`config.mk`:
```
export PLATFORM = sky130hd
export DESIGN_NAME = nearest_to_centroid_select
export DESIGN_NICKNAME = d
export VERILOG_FILES = /design/src/rtl/ncs_pkg.sv /design/src/rtl/nearest_to_centroid_select.sv
export VERILOG_INCLUDE_DIRS = /design/src /design/src/rtl
export SDC_FILE = /design/constraint.sdc
export NUM_CORES = 2
export LEC_CHECK = 0
export BUFFER_PORTS_ARGS = -buffer_cell sky130_fd_sc_hd__buf_2
export CORE_MARGIN = 3
export CORE_UTILIZATION = 50
export CTS_BUF_LIST = sky130_fd_sc_hd__clkbuf_16
export DETAILED_ROUTE_END_ITERATION = 7
export GPL_ROUTABILITY_DRIVEN = 1
export GPL_TIMING_DRIVEN = 0
export PLACE_DENSITY_LB_ADDON = 0.3
export SLEW_MARGIN = 20
export SYNTH_ARGS = -nofsm -noshare
export SYNTH_HDL_FRONTEND = slang
export SYNTH_SLANG_ARGS = --single-unit
```
`constraint.sdc`:
```
create_clock -name clk_i -period 7.6 [get_ports clk_i]
set_input_delay 0.38 -clock clk_i [delete_from_list [all_inputs] [get_ports clk_i]]
set_output_delay 0.38 -clock clk_i [all_outputs]
set_load 0.05 [all_outputs]
```
`src/rtl/assert_macros.svh`:
```
// assertion macros, included by rtl/nearest_to_centroid_select.sv
`ifndef ASSERT_MACROS_SVH
`define ASSERT_MACROS_SVH

// checked at every rising clock edge, reset held low included
`define ASSERT_ALWAYS(lbl, prop, msg) \
  lbl: assert property (@(posedge clk_i) (prop)) else $error(msg);

// checked only while out of reset
`define ASSERT_RUN(lbl, prop, msg) \
  lbl: assert property (@(posedge clk_i) disable iff (!rst_ni) (prop)) else $error(msg);

`endif

```
`src/rtl/ncs_pkg.sv`:
```
// constants, types and codes for the nearest-to-centroid select block
`default_nettype none

package ncs_pkg;

  localparam int MAX_REF    = 16;
  localparam int MAX_CAND   = 64;
  localparam int COORD_BITS = 16;

  localparam int REF_CNT_W  = $clog2(MAX_REF + 1);
  localparam int CNT_W      = $clog2(MAX_CAND + 1);
  localparam int IDX_W      = $clog2(MAX_CAND);
  localparam int SUM_W      = COORD_BITS + $clog2(MAX_REF);
  localparam int PROD_W     = COORD_BITS + REF_CNT_W + 1;
  localparam int ABS_W      = PROD_W - 1;
  localparam int SQ_W       = 2 * ABS_W;
  localparam int DIST_W     = SQ_W + 1;
  localparam int OUT_IDX_W  = 6;

  typedef enum logic [1:0] {
    KIND_REF    = 2'd0,
    KIND_CAND   = 2'd1,
    KIND_SELECT = 2'd2,
    KIND_NONE   = 2'd3
  } kind_e;

  typedef enum logic [7:0] {
    S_IDLE  = 8'b0000_0001,
    S_START = 8'b0000_0010,
    S_READ  = 8'b0000_0100,
    S_DX    = 8'b0000_1000,
    S_SQX   = 8'b0001_0000,
    S_SQY   = 8'b0010_0000,
    S_CMP   = 8'b0100_0000,
    S_EMIT  = 8'b1000_0000
  } state_e;

endpackage

`default_nettype wire

```
`src/rtl/nearest_to_centroid_select.sv`:
```
// top level: picks the stored candidates nearest the reference centroid
//
// kind 0 beats add a reference point (up to 16), kind 1 beats store a candidate point
// (up to 64), kind 2 starts a select. a select makes one result beat per reference point:
// each is the untaken candidate with the smallest |n*c - sum|^2, ties to the lowest
// load index, or a none_left beat once candidates run out; the final beat has last set,
// then both point sets are cleared. the candidate scan sets how long a select runs:
// every untaken candidate goes through one memory read, two offset steps, one shared
// squaring multiplier twice and one add-and-compare. in_ready_o is low for the whole
// select. one output register holds a result beat, so a load may be accepted while the
// final result of a select still waits to be taken.
`default_nettype none

`include "assert_macros.svh"

module nearest_to_centroid_select (
  input  wire logic                                 clk_i,
  input  wire logic                                 rst_ni,
  input  wire logic                                 in_valid_i,
  output logic                                      in_ready_o,
  input  wire logic [1:0]                           kind_i,
  input  wire logic signed [ncs_pkg::COORD_BITS-1:0] x_i,
  input  wire logic signed [ncs_pkg::COORD_BITS-1:0] y_i,
  output logic                                      out_valid_o,
  input  wire logic                                 out_ready_i,
  output logic [ncs_pkg::OUT_IDX_W-1:0]             index_o,
  output logic signed [ncs_pkg::COORD_BITS-1:0]     pick_x_o,
  output logic signed [ncs_pkg::COORD_BITS-1:0]     pick_y_o,
  output logic                                      none_left_o,
  output logic                                      last_o
);

  localparam int CB = ncs_pkg::COORD_BITS;

  ncs_pkg::state_e state_q, state_d;

  // reference accumulators
  logic signed [ncs_pkg::SUM_W-1:0]  sum_x_q, sum_y_q;
  logic [ncs_pkg::REF_CNT_W-1:0]     ref_cnt_q;
  logic [ncs_pkg::CNT_W-1:0]         cand_cnt_q;
  logic [ncs_pkg::MAX_CAND-1:0]      taken_q;

  // candidate memory, {y, x} per entry
  logic [2*CB-1:0] cand_mem [ncs_pkg::MAX_CAND];
  logic [2*CB-1:0] rd_q;

  // scan state
  logic [ncs_pkg::IDX_W-1:0]     scan_q;
  logic [ncs_pkg::REF_CNT_W-1:0] pick_q;
  logic                          found_q;
  logic [ncs_pkg::IDX_W-1:0]     best_idx_q;
  logic [2*CB-1:0]               best_data_q;
  logic [ncs_pkg::DIST_W-1:0]    best_dist_q;

  // shared datapath registers
  logic [ncs_pkg::ABS_W-1:0] d_q;
  logic [ncs_pkg::SQ_W-1:0]  sqx_q, sqy_q;

  // output register
  logic                          out_valid_q;
  logic [ncs_pkg::OUT_IDX_W-1:0] index_q;
  logic [CB-1:0]                 pick_x_q, pick_y_q;
  logic                          none_left_q, last_q;

  logic in_fire, emit_go, scan_end, pick_last;
  logic ref_room, cand_room;
  logic signed [ncs_pkg::PROD_W-1:0] off_n, off_c, off_s, off_diff;
  logic [ncs_pkg::ABS_W-1:0]         off_abs;
  logic [ncs_pkg::SQ_W-1:0]          sq_res;
  logic [ncs_pkg::DIST_W-1:0]        dist_sum;
  logic                              better;

  assign in_ready_o = (state_q == ncs_pkg::S_IDLE);
  assign in_fire    = in_valid_i && in_ready_o;
  assign emit_go    = (state_q == ncs_pkg::S_EMIT) && (!out_valid_q || out_ready_i);
  assign scan_end   = (ncs_pkg::CNT_W'(scan_q) + ncs_pkg::CNT_W'(1)) == cand_cnt_q;
  assign pick_last  = (pick_q + ncs_pkg::REF_CNT_W'(1)) == ref_cnt_q;
  assign ref_room   = ref_cnt_q < ncs_pkg::REF_CNT_W'(ncs_pkg::MAX_REF);
  assign cand_room  = cand_cnt_q < ncs_pkg::CNT_W'(ncs_pkg::MAX_CAND);

  // offset step: n*c - sum for x in S_DX, for y in S_SQX
  always_comb begin
    off_n = ncs_pkg::PROD_W'(ref_cnt_q);
    if (state_q == ncs_pkg::S_DX) begin
      off_c = ncs_pkg::PROD_W'($signed(rd_q[CB-1:0]));
      off_s = ncs_pkg::PROD_W'(sum_x_q);
    end else begin
      off_c = ncs_pkg::PROD_W'($signed(rd_q[2*CB-1:CB]));
      off_s = ncs_pkg::PROD_W'(sum_y_q);
    end
    off_diff = off_n * off_c - off_s;
    off_abs  = off_diff[ncs_pkg::PROD_W-1] ? ncs_pkg::ABS_W'(-off_diff)
                                           : ncs_pkg::ABS_W'(off_diff);
  end

  // the shared squaring unit
  assign sq_res   = d_q * d_q;
  assign dist_sum = ncs_pkg::DIST_W'(sqx_q) + ncs_pkg::DIST_W'(sqy_q);
  assign better   = !found_q || (dist_sum < best_dist_q);

  // sequencer
  always_comb begin
    state_d = state_q;
    unique case (state_q)
      ncs_pkg::S_IDLE: begin
        if (in_fire && kind_i == ncs_pkg::KIND_SELECT && ref_cnt_q != '0) begin
          state_d = ncs_pkg::S_START;
        end
      end
      ncs_pkg::S_START: begin
        state_d = (cand_cnt_q == '0) ? ncs_pkg::S_EMIT : ncs_pkg::S_READ;
      end
      ncs_pkg::S_READ: begin
        if (!taken_q[scan_q]) begin
          state_d = ncs_pkg::S_DX;
        end else if (scan_end) begin
          state_d = ncs_pkg::S_EMIT;
        end
      end
      ncs_pkg::S_DX:  state_d = ncs_pkg::S_SQX;
      ncs_pkg::S_SQX: state_d = ncs_pkg::S_SQY;
      ncs_pkg::S_SQY: state_d = ncs_pkg::S_CMP;
      ncs_pkg::S_CMP: state_d = scan_end ? ncs_pkg::S_EMIT : ncs_pkg::S_READ;
      ncs_pkg::S_EMIT: begin
        if (emit_go) begin
          state_d = pick_last ? ncs_pkg::S_IDLE : ncs_pkg::S_START;
        end
      end
      default: state_d = ncs_pkg::S_IDLE;
    endcase
  end

  always_ff @(posedge clk_i or negedge rst_ni) begin
    if (!rst_ni) begin
      state_q     <= ncs_pkg::S_IDLE;
      sum_x_q     <= '0;
      sum_y_q     <= '0;
      ref_cnt_q   <= '0;
      cand_cnt_q  <= '0;
      taken_q     <= '0;
      scan_q      <= '0;
      pick_q      <= '0;
      found_q     <= 1'b0;
      out_valid_q <= 1'b0;
    end else begin
      state_q <= state_d;
      // a taken beat leaves unless a new one replaces it
      if (out_valid_q && out_ready_i && !emit_go) begin
        out_valid_q <= 1'b0;
      end
      unique case (state_q)
        ncs_pkg::S_IDLE: begin
          pick_q <= '0;
          if (in_fire) begin
            unique case (kind_i)
              ncs_pkg::KIND_REF: begin
                if (ref_room) begin
                  sum_x_q   <= sum_x_q + ncs_pkg::SUM_W'(x_i);
                  sum_y_q   <= sum_y_q + ncs_pkg::SUM_W'(y_i);
                  ref_cnt_q <= ref_cnt_q + ncs_pkg::REF_CNT_W'(1);
                end
              end
              ncs_pkg::KIND_CAND: begin
                if (cand_room) begin
                  taken_q[cand_cnt_q[ncs_pkg::IDX_W-1:0]] <= 1'b0;
                  cand_cnt_q <= cand_cnt_q + ncs_pkg::CNT_W'(1);
                end
              end
              ncs_pkg::KIND_SELECT: begin
                // select with no references clears at once
                if (ref_cnt_q == '0) begin
                  sum_x_q    <= '0;
                  sum_y_q    <= '0;
                  cand_cnt_q <= '0;
                  taken_q    <= '0;
                end
              end
              default: ;
            endcase
          end
        end
        ncs_pkg::S_START: begin
          scan_q  <= '0;
          found_q <= 1'b0;
        end
        ncs_pkg::S_READ: begin
          if (taken_q[scan_q] && !scan_end) begin
            scan_q <= scan_q + ncs_pkg::IDX_W'(1);
          end
        end
        ncs_pkg::S_CMP: begin
          if (better) begin
            found_q <= 1'b1;
          end
          if (!scan_end) begin
            scan_q <= scan_q + ncs_pkg::IDX_W'(1);
          end
        end
        ncs_pkg::S_EMIT: begin
          if (emit_go) begin
            out_valid_q <= 1'b1;
            pick_q      <= pick_q + ncs_pkg::REF_CNT_W'(1);
            if (pick_last) begin
              sum_x_q    <= '0;
              sum_y_q    <= '0;
              ref_cnt_q  <= '0;
              cand_cnt_q <= '0;
              taken_q    <= '0;
            end else if (found_q) begin
              taken_q[best_idx_q] <= 1'b1;
            end
          end
        end
        default: ;
      endcase
    end
  end

  // payload registers, no reset
  always_ff @(posedge clk_i) begin
    if (in_fire && kind_i == ncs_pkg::KIND_CAND && cand_room) begin
      cand_mem[cand_cnt_q[ncs_pkg::IDX_W-1:0]] <= {y_i, x_i};
    end
    rd_q <= cand_mem[scan_q];
    if (state_q == ncs_pkg::S_DX || state_q == ncs_pkg::S_SQX) begin
      d_q <= off_abs;
    end
    if (state_q == ncs_pkg::S_SQX) begin
      sqx_q <= sq_res;
    end
    if (state_q == ncs_pkg::S_SQY) begin
      sqy_q <= sq_res;
    end
    if (state_q == ncs_pkg::S_CMP && better) begin
      best_dist_q <= dist_sum;
      best_idx_q  <= scan_q;
      best_data_q <= rd_q;
    end
    if (emit_go) begin
      last_q      <= pick_last;
      none_left_q <= !found_q;
      if (found_q) begin
        index_q  <= ncs_pkg::OUT_IDX_W'(best_idx_q);
        pick_x_q <= best_data_q[CB-1:0];
        pick_y_q <= best_data_q[2*CB-1:CB];
      end else begin
        index_q  <= '0;
        pick_x_q <= '0;
        pick_y_q <= '0;
      end
    end
  end

  assign out_valid_o = out_valid_q;
  assign index_o     = index_q;
  assign pick_x_o    = $signed(pick_x_q);
  assign pick_y_o    = $signed(pick_y_q);
  assign none_left_o = none_left_q;
  assign last_o      = last_q;

  `ASSERT_RUN(a_no_double_take,
    (emit_go && found_q) |-> !taken_q[best_idx_q], "picked a candidate already taken")
  `ASSERT_RUN(a_scan_in_range,
    (state_q == ncs_pkg::S_CMP) |-> (ncs_pkg::CNT_W'(scan_q) < cand_cnt_q),
    "scan index past stored candidates")
  `ASSERT_RUN(a_clear_after_last,
    (emit_go && pick_last) |=> (ref_cnt_q == '0 && cand_cnt_q == '0 && taken_q == '0),
    "point sets not cleared after final beat")
  `ASSERT_RUN(a_counts_bounded,
    (ref_cnt_q <= ncs_pkg::REF_CNT_W'(ncs_pkg::MAX_REF))
      && (cand_cnt_q <= ncs_pkg::CNT_W'(ncs_pkg::MAX_CAND)),
    "point count beyond capacity")

endmodule

`default_nettype wire

```
Yosys cells after proc, flatten, opt, wreduce, memory -nomap -nowiden
Memory sizes are Yosys's and may differ from the RTL's. A register that Yosys moved wholly into a read port is not among the register bits.
Index checks and enable logic that the tools add are counted.
{"block": "word_totals", "reg_bits": 363, "ram_bits": 2048, "in_bits": 38, "word_cells": 168, "mem_count": 1}
{"block": "classes", "addsub": 10, "mul": 2, "n_lt_le_gt_ge": 8, "eq_ne": 28, "mux": 61, "bitwise": 3, "reduce_logical": 34}
{"name": "cand_mem", "words": 64, "word_bits": 32, "rd": 1, "rd_ports_with_merged_regs": 1, "wr": 1, "line": "nearest_to_centroid_select.sv:44", "rtl": "logic [2*CB-1:0] cand_mem [ncs_pkg::MAX_CAND];"}
{"operator": "$mux W64", "n": 6}
{"operator": "$pmux W64 S2", "n": 2}
{"operator": "$pmux W20 S2", "n": 4}
{"operator": "$mux W20", "n": 7}
{"operator": "$and A64 B64 Y64", "n": 1}
{"operator": "$not A64 Y64", "n": 1}
{"operator": "$or A64 B64 Y64", "n": 1}
{"operator": "$pmux W8 S8", "n": 1}
{"operator": "$mux W8", "n": 6}
{"operator": "$mux W22", "n": 2}
{"operator": "$add A42 B42 Y43", "n": 1}
{"operator": "$lt A43 B43 Y1", "n": 1}
{"operator": "$mul A21 B21 Y42", "n": 1}
{"operator": "$add A20 B16 Y20", "n": 2}
{"operator": "$mux W7", "n": 5}
{"operator": "$mux W5", "n": 6}
{"operator": "$pmux W7 S2", "n": 2}
{"operator": "$mul A6 B22 Y22", "n": 1}
{"operator": "$sub A22 B22 Y22", "n": 1}
{"operator": "$lt A6 B7 Y1 const B", "n": 3}
{"operator": "$mux W21", "n": 1}
{"operator": "$neg A21 Y21", "n": 1}
{"operator": "$reduce_and A7 Y1", "n": 3}
{"operator": "$pmux W5 S2", "n": 2}
{"operator": "43 further kinds", "n": 85}

Logic depth before layout (Yosys ltp)
{"block": "depth", "ltp_word": 10, "mapped_depth": 29, "depth_no_buf": 27}

Worst setup path after synthesis
OpenSTA, ideal clock, no wires.
{"block": "synth_path", "kind": "register to register", "start": "register d_q[4] (netlist bit)", "end": "register sqx_q[38] (netlist bit), data pin", "setup_ns": 0.264, "arrival_time_ns": 6.769, "setup_slack_ns": 0.567, "path_stages_with_launch": 27, "path_cell_list": "edfxtp_1 > clkbuf_1 > clkbuf_1 > nand2_1 > fa_1 > inv_1 > fa_1 > inv_1 > fa_1 > inv_1 > fa_1 > inv_1 > fa_1 > inv_1 > fa_1 > inv_1 > fa_1 > inv_1 > ha_1 > o21ai_0 > o221ai_1 > a221oi_1 > o31a_1 > o21ai_0 > a31oi_1 > o21ai_0 > o311a_1"}
{"block": "synth_between", "elab_chain_cells": 1}
{"item": "from (decl)", "line": "nearest_to_centroid_select.sv:56", "rtl": "logic [ncs_pkg::ABS_W-1:0] d_q;"}
{"item": "from (signal assigned)", "line": "nearest_to_centroid_select.sv:226", "rtl": "d_q <= off_abs;"}
{"item": "$mul A21 B21 Y42", "line": "nearest_to_centroid_select.sv:97", "rtl": "assign sq_res = d_q * d_q;"}
{"item": "named net sq_res, one bit", "line": "nearest_to_centroid_select.sv:69", "rtl": "logic [ncs_pkg::SQ_W-1:0] sq_res;"}
{"item": "to (signal assigned)", "line": "nearest_to_centroid_select.sv:229", "rtl": "sqx_q <= sq_res;"}
{"item": "to (decl)", "line": "nearest_to_centroid_select.sv:57", "rtl": "logic [ncs_pkg::SQ_W-1:0] sqx_q, sqy_q;"}
The timed path passes the listed nets, and every way through them passes these cells.
A chain may end at the register's enable or synchronous reset.

Worst setup path after layout
{"block": "layout_path", "start": "register d_q[11] (netlist bit)", "end": "register sqx_q[40] (netlist bit), data pin"}
Same word-level chain as after synthesis.

==> run summary <==
STA puts the critical path data arrival time at 8100 ps. The mean instance size in the synthesized netlist is 17.5 sq um. Summing the areas of all xor and xnor instances in the mapped netlist gives 1.33% of the synthesized area.

TritonCTS built the clock tree. The overall die width is 481 um, and the share of flip-flops with an asynchronous set or reset after synthesis is 5.61%. The final wirelength was 302000 um; the count of antenna-violating nets left after detailed routing was 0.

For the finished layout, the period the worst path requires is 7440 ps. Of the cells placed in the final design, the portion with a size suffix greater than 1 is 21.1%. The tools report the count of filler cells inserted in the layout as 16400. The count of nets after finishing came out at 7641. Counting flops with a built-in enable in the synthesized netlist gives 2272.

Entering global routing, the biggest net connects 85 pins. The worst setup path is captured at a flip-flop. The number of different library cells used by synthesis comes to 79. On the worst path, the slowest cell contributes a delay of 540 ps. The initial cell density of the core is 50.6%. The run finished with clean final reports. The run gives 890 ps as the later-pin clock latency in the skew report. No sink is reached through more buffers than the 3 on the longest clock path.

After detailed placement, the design holds a cell count of 9603. The top achievable clock speed is 134 MHz, and the peak fanout along the critical path is 10. The tools report the yosys synthesis warning count as 0. The tools report the detailed-routing iteration count for the pre-antenna-repair pass as 6. The logs give 223000 sq um for the placeable core region and 212000 um for the half-perimeter wire length after detailed placement.

Counting every sink on the clock net gives 2441. The die covers 232000 sq um. At the pin with the least slew margin, the transition time is 1210 ps. The data required time of the worst path is 8260 ps, and the first-pass GRT wire length is 438000 um.

Via count of the first global-routing pass: 63400. Dividing the detail-routed via count by the number of cells gives 6.10. Excluding fillers, the count of instances in the completed layout stands at 10100. For this block, the via count after detailed routing is 61600.

Global routing consumed, over all layers together, 26.3% of the routing resources. In this run the power density over the cells is 280 nW/um^2. The run gives 19.2% as the worst slew margin relative to its limit.

Counting every instance in the synthesized netlist gives 6441. Among all flip-flop cells after synthesis, the most frequent one is sky130_fd_sc_hd__edfxtp_1. For the number of hold violations in the final report, the log shows 0. After synthesis, the largest family of logic cells by area is multiplexers. The number of CTS-inserted buffers came out at 235.

For the weighted congestion at the end of routability-driven global placement, the log shows 0.915. In the final routed layout, each cell accounts on average for 29.9 um. The area fraction in and, or, nand and nor cells after synthesis was 3.82%; the final-layout setup total negative slack was 0 ps. The boundary pin count came out at 80. Multiplexer cells account for 14.2% of the synthesized area. The part of the cycle the worst path needs was 97.8%; the y dimension of the die was 481 um. The worst IR drop on VDD was 0.437 mV; the complex-gate fraction of the synthesized area was 3.43%.

Cells fill 57.8% of the core in the end. The area added between synthesis and finish came out at 14.2%. The port buffer count is 79. STA classifies the critical path startpoint as a flip-flop. The cell with the largest stage delay on the worst path was sky130_fd_sc_hd__fa_1. The most used cell along the critical path is sky130_fd_sc_hd__fa_1. For the number of max-slew violations in the final report, the log shows 0. The root buffer cell chosen for the clock tree is sky130_fd_sc_hd__clkbuf_16. The mapped netlist covers 113000 sq um. CTS built an H-tree with a depth of 4.

After detailed routing, the number of remaining DRC violations is 0. The sequential element share of the synthesized area was 64.0%; the number of antenna violations at the first check in global routing was 35. The analysis attributes to cell leakage a power of 45.1 nW. Setup violations remaining at the end of the flow were counted as 0.

Clock-pin slew was measured on the worst setup and hold paths at 70 ps. The final global-route overflow total is 0. The net count after synthesis was 7188; the number of cell rows was 173.

The number of flip-flops and latches in the synthesized netlist works out to 2441. For the initial DRC count, the log shows 6861. Type of the setup path with the least slack: flip-flop to flip-flop.

Traced cell by cell, the critical path runs through buf_2 > nand2_1 > fa_1 > inv_1 > fa_1 > inv_1 > fa_1 > inv_1 > fa_1 > fa_1 > fa_1 > inv_1 > fa_1 > inv_1 > ha_2 > nand3_4 > o221ai_4 > a221oi_4 > o31a_1 > o31a_1 > nor2_4 > a211oi_1 > o41ai_2 > xor2_1. Max-cap violations in this run came to 0. The worst hold path belongs to the class input pin to asynchronous set/reset pin.

The arithmetic-cell share of the synthesized area counting full adders, half adders and majority gates came out at 10.4%. Across the routed clock network, the largest skew measured is 93.8 ps.
[area by class of cell]
type	count	area, sq um	share of cell area [%]
Clock buffer	238	5960	4.62
Timing Repair Buffer	224	3330	2.58
Buffer	264	1200	0.928
Tap cell	2975	3720	2.89
Clock inverter	211	1960	1.52
Sequential cell	2441	72300	56.0
Inverter	580	2180	1.69
Multi-Input combinational cell	3148	38300	29.7
Antenna cell	21	52.6	0.0407
[flip-flops by register name, indices dropped and copies added (netlist names), 21 cells and up]
| name | flops |
|---|---|
| rd_q | 32 |
| best_dist_q | 43 |
| sqy_q | 41 |
| taken_q | 64 |
| best_data_q | 32 |
| cand_mem | 2048 |
| d_q | 21 |
| sqx_q | 41 |
[worst max-delay path, delay by kind of cell, from the launching register on]
family | cells | cell delay, ps
adders and majority gates | 8 | 3890
buffers and inverters | 6 | 640
xor gates and xnor gates | 1 | 280
AOI/OAI and AO/OA | 6 | 1560
DFF | 1 | 510
and+or+nand+nor | 3 | 360
[routing by layer]
metal | share of wire [%] | GRT usage, %
met1 | 36 | 33.2
met3 | 8.8 | 5.03
met5 | 0.064 | 0
met4 | 6.6 | 14.7
met2 | 49 | 43.1
[where the power goes]
group	internal, mW	total, mW	switching, mW
Combinational	3.58	8.79	5.21
Sequential	15.3	15.5	0.157
Clock	6.67	11.8	5.17
[path summary, 6_finish.rpt]
kind,from,end,slack [ps],cells after the start
setup / recovery,d_q[11],sqx_q[40],160,24
hold / removal,rst_ni,sum_y_q[17],20,2
setup reg to reg,d_q[11],sqx_q[40],160,24
hold reg to reg,rd_q[15],best_data_q[15],450,0
max in group asynchronous,rst_ni,taken_q[26],6630,3
min in group clk_i,x_i[1],cand_mem[35][1],70,1
[synthesized netlist by cell type (51+ instances only)]
cell type,instances,share of area (%)
sky130_fd_sc_hd__a21oi_1,258,1.1
sky130_fd_sc_hd__o21ai_0,169,0.75
sky130_fd_sc_hd__mux4_2,689,14
sky130_fd_sc_hd__ha_1,328,3.6
sky130_fd_sc_hd__fa_1,381,6.8
sky130_fd_sc_hd__a21o_1,51,0.34
sky130_fd_sc_hd__clkbuf_1,201,0.67
sky130_fd_sc_hd__nor2b_1,70,0.39
sky130_fd_sc_hd__xor2_1,69,0.53
sky130_fd_sc_hd__xnor2_1,102,0.79
sky130_fd_sc_hd__dfrtp_1,136,3.0
sky130_fd_sc_hd__nor2_1,206,0.68
sky130_fd_sc_hd__nand2_1,276,0.92
sky130_fd_sc_hd__inv_1,580,1.9
sky130_fd_sc_hd__and2_1,126,0.70
sky130_fd_sc_hd__edfxtp_1,2272,60
[logic make-up (layout without fill, tap and decap cells)]
| kind of cell | count (synthesis) | count (layout) |
|---|---|---|
| adders and majority gates | 709 | 709 |
| other | 0 | 21 |
| AOI/OAI and AO/OA | 650 | 650 |
| and+or+nand+nor | 887 | 887 |
| DFF | 2441 | 2441 |
| muxes | 731 | 731 |
| xor gates and xnor gates | 171 | 171 |
| buffers and inverters | 852 | 1517 |
[per-stage QoR]
step	cell area (sq um)	hold WS, ps	power, mW	worst slack, ps
2_1_floorplan	113000	84.4	22.3	567
3_3_place_gp	117000	418	24.0	-1300
3_5_place_dp	120000	341	24.3	-1340
4_1_cts	129000	13.4	36.1	8.77
5_1_grt	129000	56.6	37.9	-58.5
6_report	129000	19.8	36.1	164
[what timing repair did]
item | in CTS | in global routing
setup endpoints to repair | 64 | 47
gates cloned | 0 | 0
pin swaps | 5 | 10
gates resized for setup | 73 | 62
buffers inserted | 14 | 15
hold endpoints to repair | 286 | 0
hold buffers | 8 | 0
[cell usage in the layout (no fill, tap or decap), drive strengths merged, types with 12 or more instances in the layout]
cell,instances
nand3,47
bufinv,28
o21bai,15
nand2,276
xor2,69
a21oi,258
fa,381
buf,293
inv,631
clkinv,119
and3,16
nand4,17
nor2,213
mux2i,35
o21ai,177
mux4,693
diode,21
ha,328
xnor2,102
clkbuf,425
dfxtp,32
nand2b,47
a21o,51
and2,127
o211ai,12
a31oi,16
dfrtp,136
nor2b,71
nor3,26
o31ai,31
edfxtp,2272
a211oi,23
clkinvlp,13
Power figures use the tool's default switching activity.
